**src/rtl/core/lpcb_pkg.sv**
```systemverilog
// Shared types and constants for the LED pulse code blinker.
package lpcb_pkg;

   // Blink phase encoding, also driven on the phase output.
   typedef enum logic [1:0] {
      PH_IDLE = 2'd0,
      PH_ON   = 2'd1,
      PH_GAP  = 2'd2,
      PH_LONG = 2'd3
   } phase_type;

   // Configuration register indexes.
   localparam logic [1:0] CSR_ON_TICKS    = 2'd0;
   localparam logic [1:0] CSR_LONG_TICKS  = 2'd1;
   localparam logic [1:0] CSR_BAT_PULSES  = 2'd2;

   // Register reset values.
   localparam logic [15:0] ON_TICKS_RESET   = 16'd200;
   localparam logic [15:0] LONG_TICKS_RESET = 16'd3000;
   localparam logic [3:0]  BAT_PULSES_RESET = 4'd1;

   // Configuration seen by the blink logic.
   typedef struct packed {
      logic [15:0] on_ticks;
      logic [15:0] long_off_ticks;
      logic [3:0]  battery_low_pulses;
   } cfg_type;

   // One result of a tick.
   typedef struct packed {
      logic       led_on;
      logic [1:0] phase;
   } rsp_type;

endpackage

```
**src/rtl/core/led_pulse_code_blinker_core.sv**
```systemverilog
// Top level of the LED pulse code blinker.
// Usage: each request is one millisecond tick carrying a mode write flag,
// the requested pulse count and the battery status. Every request yields
// exactly one response with the LED level and blink phase after that tick.
// Requests are taken when req_valid is high and req_stall is low; responses
// leave when rsp_valid is high and rsp_stall is low.
// The response of an accepted request is registered in the result register,
// or in the skid register while a response waits. Throughput is one request
// per cycle while req_stall is low, set by the single pass of the mode,
// override and phase update between the state registers and result register.
// A skid register behind the result register lets a request enter while a
// response waits; req_stall rises only when both entries are occupied.
// Configuration writes on csr_write/csr_index/csr_data take effect at the
// next timer or pulse count load; write them only while the block is idle.
// Reset (synchronous, active high) sets the registers to on 200 ticks,
// long off 3000 ticks, one battery low pulse, and the LED to idle.
module led_pulse_code_blinker_core (
   input  logic        clock,
   input  logic        reset,
   input  logic        req_valid,
   output logic        req_stall,
   input  logic        req_mode_write,
   input  logic [3:0]  req_new_mode,
   input  logic        req_battery_ok,
   output logic        rsp_valid,
   input  logic        rsp_stall,
   output logic        rsp_led_on,
   output logic [1:0]  rsp_phase,
   input  logic        csr_write,
   input  logic [1:0]  csr_index,
   input  logic [15:0] csr_data
);

   lpcb_pkg::cfg_type cfg;
   lpcb_pkg::rsp_type rsp_new;
   lpcb_pkg::rsp_type rsp_data;
   logic              accept;
   logic              full;

   assign req_stall = full;
   assign accept    = req_valid && !full;

   lpcb_csr u_csr (
      .clock     (clock),
      .reset     (reset),
      .csr_write (csr_write),
      .csr_index (csr_index),
      .csr_data  (csr_data),
      .cfg       (cfg)
   );

   lpcb_step u_step (
      .clock      (clock),
      .reset      (reset),
      .cfg        (cfg),
      .accept     (accept),
      .mode_write (req_mode_write),
      .new_mode   (req_new_mode),
      .battery_ok (req_battery_ok),
      .rsp        (rsp_new)
   );

   lpcb_out_buf u_out_buf (
      .clock     (clock),
      .reset     (reset),
      .accept    (accept),
      .rsp_new   (rsp_new),
      .full      (full),
      .rsp_valid (rsp_valid),
      .rsp_stall (rsp_stall),
      .rsp_data  (rsp_data)
   );

   assign rsp_led_on = rsp_data.led_on;
   assign rsp_phase  = rsp_data.phase;

endmodule

```
**src/rtl/core/lpcb_csr.sv**
```systemverilog
// Configuration registers of the LED pulse code blinker.
module lpcb_csr (
   input  logic                 clock,
   input  logic                 reset,
   input  logic                 csr_write,
   input  logic [1:0]           csr_index,
   input  logic [15:0]          csr_data,
   output lpcb_pkg::cfg_type    cfg
);

   lpcb_pkg::cfg_type cfg_ff;
   lpcb_pkg::cfg_type cfg_in;

   // Decode a write into the addressed register; other indexes are ignored.
   always_comb begin
      cfg_in = cfg_ff;
      if (csr_write) begin
         case (csr_index)
            lpcb_pkg::CSR_ON_TICKS:   cfg_in.on_ticks = csr_data;
            lpcb_pkg::CSR_LONG_TICKS: cfg_in.long_off_ticks = csr_data;
            lpcb_pkg::CSR_BAT_PULSES: cfg_in.battery_low_pulses = csr_data[3:0];
            default:                  cfg_in = cfg_ff;
         endcase
      end
   end

   always_ff @(posedge clock) begin
      if (reset) begin
         cfg_ff.on_ticks           <= lpcb_pkg::ON_TICKS_RESET;
         cfg_ff.long_off_ticks     <= lpcb_pkg::LONG_TICKS_RESET;
         cfg_ff.battery_low_pulses <= lpcb_pkg::BAT_PULSES_RESET;
      end else begin
         cfg_ff <= cfg_in;
      end
   end

   assign cfg = cfg_ff;

endmodule

```
**src/rtl/core/lpcb_step.sv**
```systemverilog
// Blink state and the per-tick update of mode, override, phase and timer.
module lpcb_step (
   input  logic                 clock,
   input  logic                 reset,
   input  lpcb_pkg::cfg_type    cfg,
   input  logic                 accept,
   input  logic                 mode_write,
   input  logic [3:0]           new_mode,
   input  logic                 battery_ok,
   output lpcb_pkg::rsp_type    rsp
);

   lpcb_pkg::phase_type phase_ff, phase_in;
   logic [15:0]         timer_ff, timer_in;
   logic [3:0]          pulses_ff, pulses_in;
   logic [3:0]          cur_mode_ff, cur_mode_in;
   logic [3:0]          saved_mode_ff, saved_mode_in;
   logic                override_ff, override_in;

   logic [3:0]  mode_wr;
   logic [3:0]  saved_wr;
   logic        expired;
   logic [15:0] timer_dec;

   // Mode write goes to the saved mode while the battery override is active.
   always_comb begin
      mode_wr  = (mode_write && !override_ff) ? new_mode : cur_mode_ff;
      saved_wr = (mode_write && override_ff) ? new_mode : saved_mode_ff;
   end

   // Battery override: enter on low battery, restore the saved mode on recovery.
   always_comb begin
      cur_mode_in   = mode_wr;
      saved_mode_in = saved_wr;
      override_in   = override_ff;
      if (!battery_ok) begin
         if (!override_ff) begin
            saved_mode_in = mode_wr;
            cur_mode_in   = cfg.battery_low_pulses;
            override_in   = 1'b1;
         end
      end else if (override_ff) begin
         cur_mode_in = saved_wr;
         override_in = 1'b0;
      end
   end

   // Timer expires when it reaches zero on this tick or is already zero.
   assign expired   = (timer_ff <= 16'd1);
   assign timer_dec = timer_ff - 16'd1;

   // Phase sequencing; a cycle start reloads from the updated mode.
   always_comb begin
      phase_in  = phase_ff;
      timer_in  = expired ? 16'd0 : timer_dec;
      pulses_in = pulses_ff;
      case (phase_ff)
         lpcb_pkg::PH_IDLE,
         lpcb_pkg::PH_LONG: begin
            if (phase_ff == lpcb_pkg::PH_IDLE || expired) begin
               if (cur_mode_in == 4'd0) begin
                  phase_in  = lpcb_pkg::PH_IDLE;
                  timer_in  = 16'd0;
                  pulses_in = 4'd0;
               end else begin
                  phase_in  = lpcb_pkg::PH_ON;
                  timer_in  = cfg.on_ticks;
                  pulses_in = cur_mode_in;
               end
            end
         end
         lpcb_pkg::PH_ON: begin
            if (expired) begin
               if (pulses_ff <= 4'd1) begin
                  pulses_in = 4'd0;
                  phase_in  = lpcb_pkg::PH_LONG;
                  timer_in  = cfg.long_off_ticks;
               end else begin
                  pulses_in = pulses_ff - 4'd1;
                  phase_in  = lpcb_pkg::PH_GAP;
                  timer_in  = cfg.on_ticks;
               end
            end
         end
         lpcb_pkg::PH_GAP: begin
            if (expired) begin
               phase_in = lpcb_pkg::PH_ON;
               timer_in = cfg.on_ticks;
            end
         end
         default: phase_in = lpcb_pkg::PH_IDLE;
      endcase
   end

   // State advances once per accepted request.
   always_ff @(posedge clock) begin
      if (reset) begin
         phase_ff      <= lpcb_pkg::PH_IDLE;
         timer_ff      <= 16'd0;
         pulses_ff     <= 4'd0;
         cur_mode_ff   <= 4'd0;
         saved_mode_ff <= 4'd0;
         override_ff   <= 1'b0;
      end else if (accept) begin
         phase_ff      <= phase_in;
         timer_ff      <= timer_in;
         pulses_ff     <= pulses_in;
         cur_mode_ff   <= cur_mode_in;
         saved_mode_ff <= saved_mode_in;
         override_ff   <= override_in;
      end
   end

   // Result of this tick, from the phase after the update.
   assign rsp.led_on = (phase_in == lpcb_pkg::PH_ON);
   assign rsp.phase  = phase_in;

`ifndef SYNTHESIS
   a_idle_clear: assert property (@(posedge clock) disable iff (reset)
      (phase_ff == lpcb_pkg::PH_IDLE) |-> (timer_ff == 16'd0 && pulses_ff == 4'd0))
      else $error("idle phase with nonzero timer or pulse count");
   a_pulses_live: assert property (@(posedge clock) disable iff (reset)
      (phase_ff == lpcb_pkg::PH_ON || phase_ff == lpcb_pkg::PH_GAP) |-> (pulses_ff != 4'd0))
      else $error("pulse phase with zero pulses left");
   a_long_drained: assert property (@(posedge clock) disable iff (reset)
      (phase_ff == lpcb_pkg::PH_LONG) |-> (pulses_ff == 4'd0))
      else $error("long off phase with pulses left");
   a_override: assert property (@(posedge clock) disable iff (reset)
      accept |=> (override_ff == !$past(battery_ok)))
      else $error("override flag does not follow battery state");
`endif

endmodule

```
**src/rtl/core/lpcb_out_buf.sv**
```systemverilog
// Two-entry output buffer: result register plus skid register.
module lpcb_out_buf (
   input  logic                 clock,
   input  logic                 reset,
   input  logic                 accept,
   input  lpcb_pkg::rsp_type    rsp_new,
   output logic                 full,
   output logic                 rsp_valid,
   input  logic                 rsp_stall,
   output lpcb_pkg::rsp_type    rsp_data
);

   logic              out_valid_ff, out_valid_in;
   logic              skid_valid_ff, skid_valid_in;
   lpcb_pkg::rsp_type out_data_ff, out_data_in;
   lpcb_pkg::rsp_type skid_data_ff, skid_data_in;
   logic              take;

   assign take = out_valid_ff && !rsp_stall;

   // Refill the result register from the skid entry first, then the new request.
   always_comb begin
      out_valid_in  = out_valid_ff;
      skid_valid_in = skid_valid_ff;
      out_data_in   = out_data_ff;
      skid_data_in  = skid_data_ff;
      if (take) begin
         if (skid_valid_ff) begin
            out_data_in   = skid_data_ff;
            skid_valid_in = 1'b0;
            if (accept) begin
               skid_data_in  = rsp_new;
               skid_valid_in = 1'b1;
            end
         end else begin
            out_valid_in = accept;
            out_data_in  = rsp_new;
         end
      end else if (accept) begin
         if (!out_valid_ff) begin
            out_valid_in = 1'b1;
            out_data_in  = rsp_new;
         end else begin
            skid_valid_in = 1'b1;
            skid_data_in  = rsp_new;
         end
      end
   end

   always_ff @(posedge clock) begin
      if (reset) begin
         out_valid_ff  <= 1'b0;
         skid_valid_ff <= 1'b0;
      end else begin
         out_valid_ff  <= out_valid_in;
         skid_valid_ff <= skid_valid_in;
      end
      out_data_ff  <= out_data_in;
      skid_data_ff <= skid_data_in;
   end

   assign full      = skid_valid_ff;
   assign rsp_valid = out_valid_ff;
   assign rsp_data  = out_data_ff;

`ifndef SYNTHESIS
   a_skid_order: assert property (@(posedge clock) disable iff (reset)
      skid_valid_ff |-> out_valid_ff)
      else $error("skid entry held with empty result register");
`endif

endmodule
```
**config.mk**
```make
export PLATFORM = sky130hd
export DESIGN_NAME = led_pulse_code_blinker_core
export DESIGN_NICKNAME = d
export VERILOG_FILES = /design/src/rtl/core/lpcb_pkg.sv /design/src/rtl/core/led_pulse_code_blinker_core.sv /design/src/rtl/core/lpcb_csr.sv /design/src/rtl/core/lpcb_step.sv /design/src/rtl/core/lpcb_out_buf.sv
export SDC_FILE = /design/constraint.sdc
export NUM_CORES = 1
export LEC_CHECK = 0
export BUFFER_PORTS_ARGS = -buffer_cell sky130_fd_sc_hd__buf_4
export CAP_MARGIN = 20
export CORE_UTILIZATION = 60
export CTS_CLUSTER_SIZE = 40
export DETAILED_ROUTE_END_ITERATION = 10
export PLACE_DENSITY = 0.8
export SYNTH_ARGS = -nofsm -noshare
export SYNTH_HDL_FRONTEND = slang
export SYNTH_SLANG_ARGS = --single-unit
```
**constraint.sdc**
```tcl
create_clock -name clock -period 5 [get_ports clock]
set_input_delay 0.25 -clock clock [delete_from_list [all_inputs] [get_ports clock]]
set_output_delay 0.25 -clock clock [all_outputs]
set_load 0.01 [all_outputs]
```
==> results.cfg, run 1 <==
[pwr]
p_leak_nw = 1.76
powerDensity_nw_per_um2 = 342
vdd_drop_max_mv = 0.228

[layout]
n_fill_cell = 529
drive_above_1_share_pct = 13.6
fin_nets = 560
final_cells = 605
multi_input_area_um2 = 2350
syn2layout_area_growth_pct = 10.6
seq_area_um2 = 1560
antenna_cells = 0

[cts]
clockRootBuffer = clkbuf_8
ctsHoldBuffers = 0
clk_pin_slew_worst_paths_ns = 0.08
cts_buffer_depth = 2
h-tree-depth = 3
cts-buffers-inserted = 9
post-cts-setup-buffers = 0
cts_tree = built
cts_resized = 0
worstSkewPairLatency_ns = 0.35
clock_sinks = 75

[yosys]
synth_edf_count = 6
synth.top_cells.by_count = nand2_1 (95), dfxtp_1 (69), nor2_1 (53)
synth_mux_area_share_pct = 3.43
syn_inst = 510
synth_ff_type = dfxtp_1
yosys_warnings = 0
yosys.cell_count.top_type = nand2_1
async_flop_share_pct = 0
synth-xor-area-share_pct = 2.33
synth_fa_ha_area_share_pct = 2.42
yosysTopAreaCellShare_pct = 33.5
synth_cell_types = 64
yosys.area_share.simple_pct = 23.9
synth_compound_area_share_pct = 24.9
ys_ff_latch = 75
synthesis.nets = 547
syn_area_um2 = 4130
synth_area_per_cell_um2 = 8.09
synth_top_cell_by_area = dfxtp_1
synth_top_family_by_area = compound AO/OA/AOI/OAI gates
ys_seq_area_share_pct = 37.8
yosys-top-cells-area = dfxtp_1 (33%), nand2_1 (8.6%), a21oi_1 (5.1%)

[critical_path]
crit_required_ns = 5.21
cp_cell_sequence = inv_1 > ha_1 > nor2_1 > o31ai_1 > nand2b_1 > a22o_1 > a221oi_1 > o31ai_2
cp_max_fo = 15
cpPeakStageDelay_ns = 0.51
arrival_ns = 2.88
crit_type = reg2reg
cp-end-kind = flop
slowest_stage = nand2b_1
worstSetupStartpointType = flop

[floorplanning]
core-area_um2 = 6490
start_util_pct = 63.6
num_rows = 29
die_y_um = 84.9
die_x_um = 84.9
io_pins = 34
die_area_um2 = 7210

[worst_hold_path]
hp-class = in2reg

[timing]
rsz0062_at_grt = no
maxSlewHeadroom_pct = 39.2
finalSetupViolations = 0
worst_pin_slew_ns = 0.913
holdWs_ns = 0.119
hold_viol = 0
fin_crit_ns = 2.67
fin_worst_skew_ns = 0.0118
setup_tns_ns = 0
min_period_over_period_pct = 53.4
final-max-slew-violation-count = 0
timing.fmax_ghz = 0.374

[route]
postRouteAntennaNets = 0
vias = 3809
drc = 1
viasPerCell = 6.30
first_pass_iters = 8
routedWlPerCell_um = 16.3
drtIter0Drc = 316
wirelength_um = 9870

[status]
run_status = complete, but fails checks
violations = DRC

[flow_run]
drv_cap = 0

[global_route]
grt_pass1_vias = 3494
grt_max_degree = 72
antenna_found_initial = 0
grtUsageTotal_pct = 29.2
overflow = 0
grt_pass1_wl_um = 16800

[placement]
port_buffers = 33
gp_congestion = 0.921
dp.cells = 586
dpl.hpwl_um = 6630
-- cell type report --
type                       instances  share of cell area (%)
timing repair buffer              39                    6.58
sequential                        75                    34.2
clock buffer                      13                    3.95
clock inverter                     3                   0.439
multi-input combinational        384                    51.6
inverter                          14                    1.15
tap                               77                    2.11
-- critical path, delay by kind of cell (launching register included) --
| family | cells | cell delay [ns] |
|---|---|---|
| AO/OA/AOI/OAI | 4 | 1.31 |
| adder cells (fa/ha/maj) | 1 | 0.18 |
| buffers and inverters | 1 | 0.08 |
| flip-flops | 1 | 0.35 |
| AND/OR/NAND/NOR | 2 | 0.60 |
-- metrics by stage --
| stage | instance area, um^2 | setup slack [ns] | total power, mW | utilization [%] |
|---|---|---|---|---|
| 6_report | 4560 | 2.33 | 1.56 | 70.3 |
| 5_1_grt | 4560 | 2.19 | 1.64 | 70.3 |
| 4_1_cts | 4530 | 1.91 | 1.55 | 69.8 |
| 3_5_place_dp | 4330 | 1.94 | 1.10 | 66.7 |
| 3_3_place_gp | 4330 | 2.07 | 1.09 | 66.7 |
| 2_1_floorplan | 4130 | 2.73 | 0.999 | - |
-- where the power goes --
part	switching (mW)	internal [mW]
registers	0.0466	0.652
logic	0.239	0.167
clock network	0.221	0.237
-- final timing paths --
| path | start | end | slack, ns | cells after the start |
|---|---|---|---|---|
| min | csr_data[6] | u_csr.cfg[26] | 0.12 | 3 |
| max reg2reg | u_step.pulses_ff[0] | u_step.timer_ff[14] | 2.33 | 8 |
| min reg2reg | u_csr.cfg[19] | u_csr.cfg[19] | 0.46 | 2 |
| max | u_step.pulses_ff[0] | u_step.timer_ff[14] | 2.33 | 8 |
-- layer usage --
layer,track usage (%),up-vias,part of all wire (%)
li1,-,1853,-
met1,43.3,1811,50
met2,43.5,129,43
met3,4.28,16,5.5
met4,9.86,0,1.7
met5,0,-,0
-- placed cells by master (no fill, tap or decap), drive strengths merged, types with 3 or more instances in the layout --
| cell | n |
|---|---|
| o21ai | 14 |
| nand2 | 95 |
| a22o | 15 |
| nor2 | 53 |
| a211oi | 17 |
| a21oi | 42 |
| nor3b | 3 |
| or3b | 3 |
| o211ai | 3 |
| nand3 | 3 |
| xor2 | 4 |
| xnor2 | 7 |
| nor2b | 6 |
| buf | 39 |
| and3 | 3 |
| o31ai | 5 |
| clkbuf | 13 |
| ha | 8 |
| a221oi | 8 |
| nor3 | 7 |
| inv | 14 |
| nand3b | 12 |
| nor4 | 6 |
| edfxtp | 6 |
| dfxtp | 69 |
| o22ai | 6 |
| a22oi | 5 |
| nand2b | 6 |
| mux2i | 13 |
| a311oi | 10 |
| nor4b | 3 |
-- sequential cells by signal, indices dropped and copies added, names as in the netlist --
signal,flops
u_out_buf.rsp_data,3
u_step.pulses_ff,4
u_out_buf.skid_data_ff,3
u_step.override_ff,1
u_step.saved_mode_ff,4
u_step.cur_mode_ff,4
u_step.phase_ff,2
u_out_buf.full,1
u_out_buf.rsp_valid,1
u_csr.cfg,36
u_step.timer_ff,16
-- cell families (layout without fill, tap and decap cells) --
logic type               after synthesis  after routing
XOR/XNOR                              11             11
flip-flops                            75             75
AO/OA/AOI/OAI                        144            144
AND/OR/NAND/NOR                      207            207
buffers and inverters                 51             69
adder cells (fa/ha/maj)                8              8
multiplexers                          14             14
Power figures use the tool's default switching activity.
==> run 2, diff against run 1 <==
--- a/config.mk
+++ b/config.mk
@@ -5,6 +5,7 @@
 export SDC_FILE = /design/constraint.sdc
 export NUM_CORES = 1
 export LEC_CHECK = 0
+export ABC_AREA = 1
 export BUFFER_PORTS_ARGS = -buffer_cell sky130_fd_sc_hd__buf_4
 export CAP_MARGIN = 20
 export CORE_UTILIZATION = 60
==> constraint.sdc (replaced) <==
create_clock -name clock -period 2.6 [get_ports clock]
set_input_delay 0.13 -clock clock [delete_from_list [all_inputs] [get_ports clock]]
set_output_delay 0.13 -clock clock [all_outputs]
set_load 0.01 [all_outputs]
==> run 2 against run 1 <==
  * The flow now finishes without violations
  * Highest routed layer unchanged
  * Die area rose by 9.6%
  * Sequential cell count did not move
  * Core utilization fell by 0.77 points
==> results.cfg, run 2 <==
[timing]
worst_pin_slew_ns = 0.593
fin_crit_ns = 2.28
finalSetupViolations = 0
maxSlewHeadroom_pct = 60.4
hold_viol = 0
timing.fmax_ghz = 0.439
worst_slack_ns = 0.322
rsz0062_at_grt = no
final-max-slew-violation-count = 0
setup_tns_ns = 0
fin_worst_skew_ns = 0.0139
min_period_over_period_pct = 87.6

[cts]
cts_tree = built
cts_resized = 0
h-tree-depth = 3
post-cts-setup-buffers = 0
worstSkewPairLatency_ns = 0.36
clockRootBuffer = clkbuf_8
cts_buffer_depth = 2
cts-buffers-inserted = 9
ctsHoldBuffers = 9
clk_pin_slew_worst_paths_ns = 0.08
clock_sinks = 75

[route]
wirelength_um = 11400
drtIter0Drc = 428
drc = 0
vias = 4595
postRouteAntennaNets = 0
first_pass_iters = 5
viasPerCell = 5.56
routedWlPerCell_um = 13.8

[global_route]
grt_pass1_wl_um = 18700
grt_max_degree = 47
grt_pass1_vias = 3920
antenna_found_initial = 0
overflow = 0
grtUsageTotal_pct = 30.5

[floorplanning]
die_x_um = 88.9
io_pins = 34
num_rows = 31
start_util_pct = 62.2
die_area_um2 = 7910
core-area_um2 = 7290
die_y_um = 88.9

[yosys]
synth_cell_types = 36
yosysTopAreaCellShare_pct = 30.5
synth.top_cells.by_count = nand2_1 (146), nor2_1 (105), o21ai_0 (76)
yosys.cell_count.top_type = nand2_1
yosys-top-cells-area = dfxtp_1 (30%), nand2_1 (12%), nor2_1 (8.7%)
ys_seq_area_share_pct = 34.4
synth_ff_type = dfxtp_1
ys_ff_latch = 75
synth_top_cell_by_area = dfxtp_1
async_flop_share_pct = 0
synthesis.nets = 733
syn_inst = 696
synth_area_per_cell_um2 = 6.51
synth_edf_count = 6
syn_area_um2 = 4530
yosys_warnings = 0

[placement]
dpl.hpwl_um = 8060
gp_congestion = 0.915
dp.cells = 802
port_buffers = 33
place_ws_ns = 0.406

[critical_path]
crit_required_ns = 2.72
worstSetupStartpointType = flop
slowest_stage = dfxtp_1
arrival_ns = 2.40
cp-end-kind = flop
worst_path_most_repeated_cell = nand2_1
cpPeakStageDelay_ns = 0.64
crit_type = reg2reg
r2r_setup_slack_ns = 0.32
cp_cell_sequence = inv_1 > o21ai_1 > nand2_1 > nor2_1 > nand2_2 > nand2_1 > nand2_1 > nand3_1 > nand2_1
r2r_end = u_out_buf.rsp_data[2]
r2r_cells = 9
cp_max_fo = 17
r2r-start = u_step.override_ff

[layout]
multi_input_area_um2 = 2550
seq_area_um2 = 1560
n_fill_cell = 640
drive_above_1_share_pct = 12.2
syn2layout_area_growth_pct = 11.8
fin_nets = 760
final_cells = 827
antenna_cells = 0
largest_reg_flops = 36
most-common-layout-cells = nand2_1 (146), nor2_1 (105), o21ai_0 (76), dfxtp_1 (69), inv_1 (64)
layout_commonest_cell = nand2_1

[pwr]
total_power_mw = 3.21
vdd_drop_max_mv = 0.486
p_leak_nw = 2.28
powerDensity_nw_per_um2 = 633

[worst_hold_path]
hp-start = csr_data[0]
hp-class = in2reg
whs_endpoint = u_csr.cfg[0]
hold_depth = 3

[flow_run]
drv_cap = 0

[status]
run_status = completed
-- run 2: cell count changes after synthesis, moves of 16 or more --
cell,delta
o21ai_0,+64
nand3_1,+56
nor2_1,+52
inv_1,+51
nand2_1,+51
a211oi_1,-16
-- run 2: report_power, final --
part	internal, mW	leakage, nW	switching, mW	total [mW]
combinational	0.343	1.56	0.666	1.01
clock	0.360	0.0910	0.500	0.861
sequential	1.26	0.626	0.0797	1.34
total	1.96	2.28	1.25	3.21
-- run 2: how the worst max path moves through the flow --
stage | start | endpoint | cells past startpoint | slack (ns)
after floorplan | u_step.pulses_ff[0] | u_out_buf.rsp_data[2] | 13 | 0.84
after global placement | u_step.override_ff | u_out_buf.rsp_data[2] | 9 | 0.51
after detailed placement | u_step.override_ff | u_out_buf.rsp_data[2] | 9 | 0.41
after CTS | u_step.override_ff | u_out_buf.rsp_data[2] | 9 | 0.37
after global routing | u_step.override_ff | u_out_buf.rsp_data[2] | 11 | 0.07
final | u_step.override_ff | u_out_buf.rsp_data[2] | 9 | 0.32
-- run 2: critical path, delay by kind of cell, from the launching register on --
| family | cells | cell delay [ns] |
|---|---|---|
| simple gates | 7 | 0.92 |
| flops | 1 | 0.64 |
| buf+inv | 1 | 0.29 |
| compound gates | 1 | 0.19 |
-- run 2: final cells by class --
cell class,count,share of cell area [%]
Tap cell,99,2.44
Timing Repair Buffer,50,7.85
Clock buffer,9,2.44
Multi-Input combinational cell,519,50.3
Clock inverter,7,1.11
Inverter,68,5.09
Sequential cell,75,30.8
-- run 2: metrics by stage --
| step | cell area [um^2] | hold slack (ns) | util (%) |
|---|---|---|---|
| global placement | 4800 | 0.335 | 65.8 |
| detailed placement | 4800 | 0.346 | 65.8 |
| CTS | 5070 | 0.0169 | 69.5 |
| global route | 5070 | 0.0260 | 69.5 |
| finish | 5070 | 0.0181 | 69.5 |
| floorplan | 4530 | 0.243 | - |
-- run 2: per-layer routing --
metal	routed length, um	track usage [%]	vias to the layer above
met4	66	6.30	0
li1	-	-	2326
met3	893	5.17	6
met5	0	0	-
met2	5010	46.8	190
met1	5460	45.2	2073
-- run 2: cell families after synthesis --
group,after synthesis,share of synthesized area (%)
adder cells (fa/ha/maj),8,2.21
flip-flops,75,34.4
AO/OA/AOI/OAI,154,18.4
XOR/XNOR,11,2.13
AND/OR/NAND/NOR,346,33.5
buffers and inverters,102,9.36
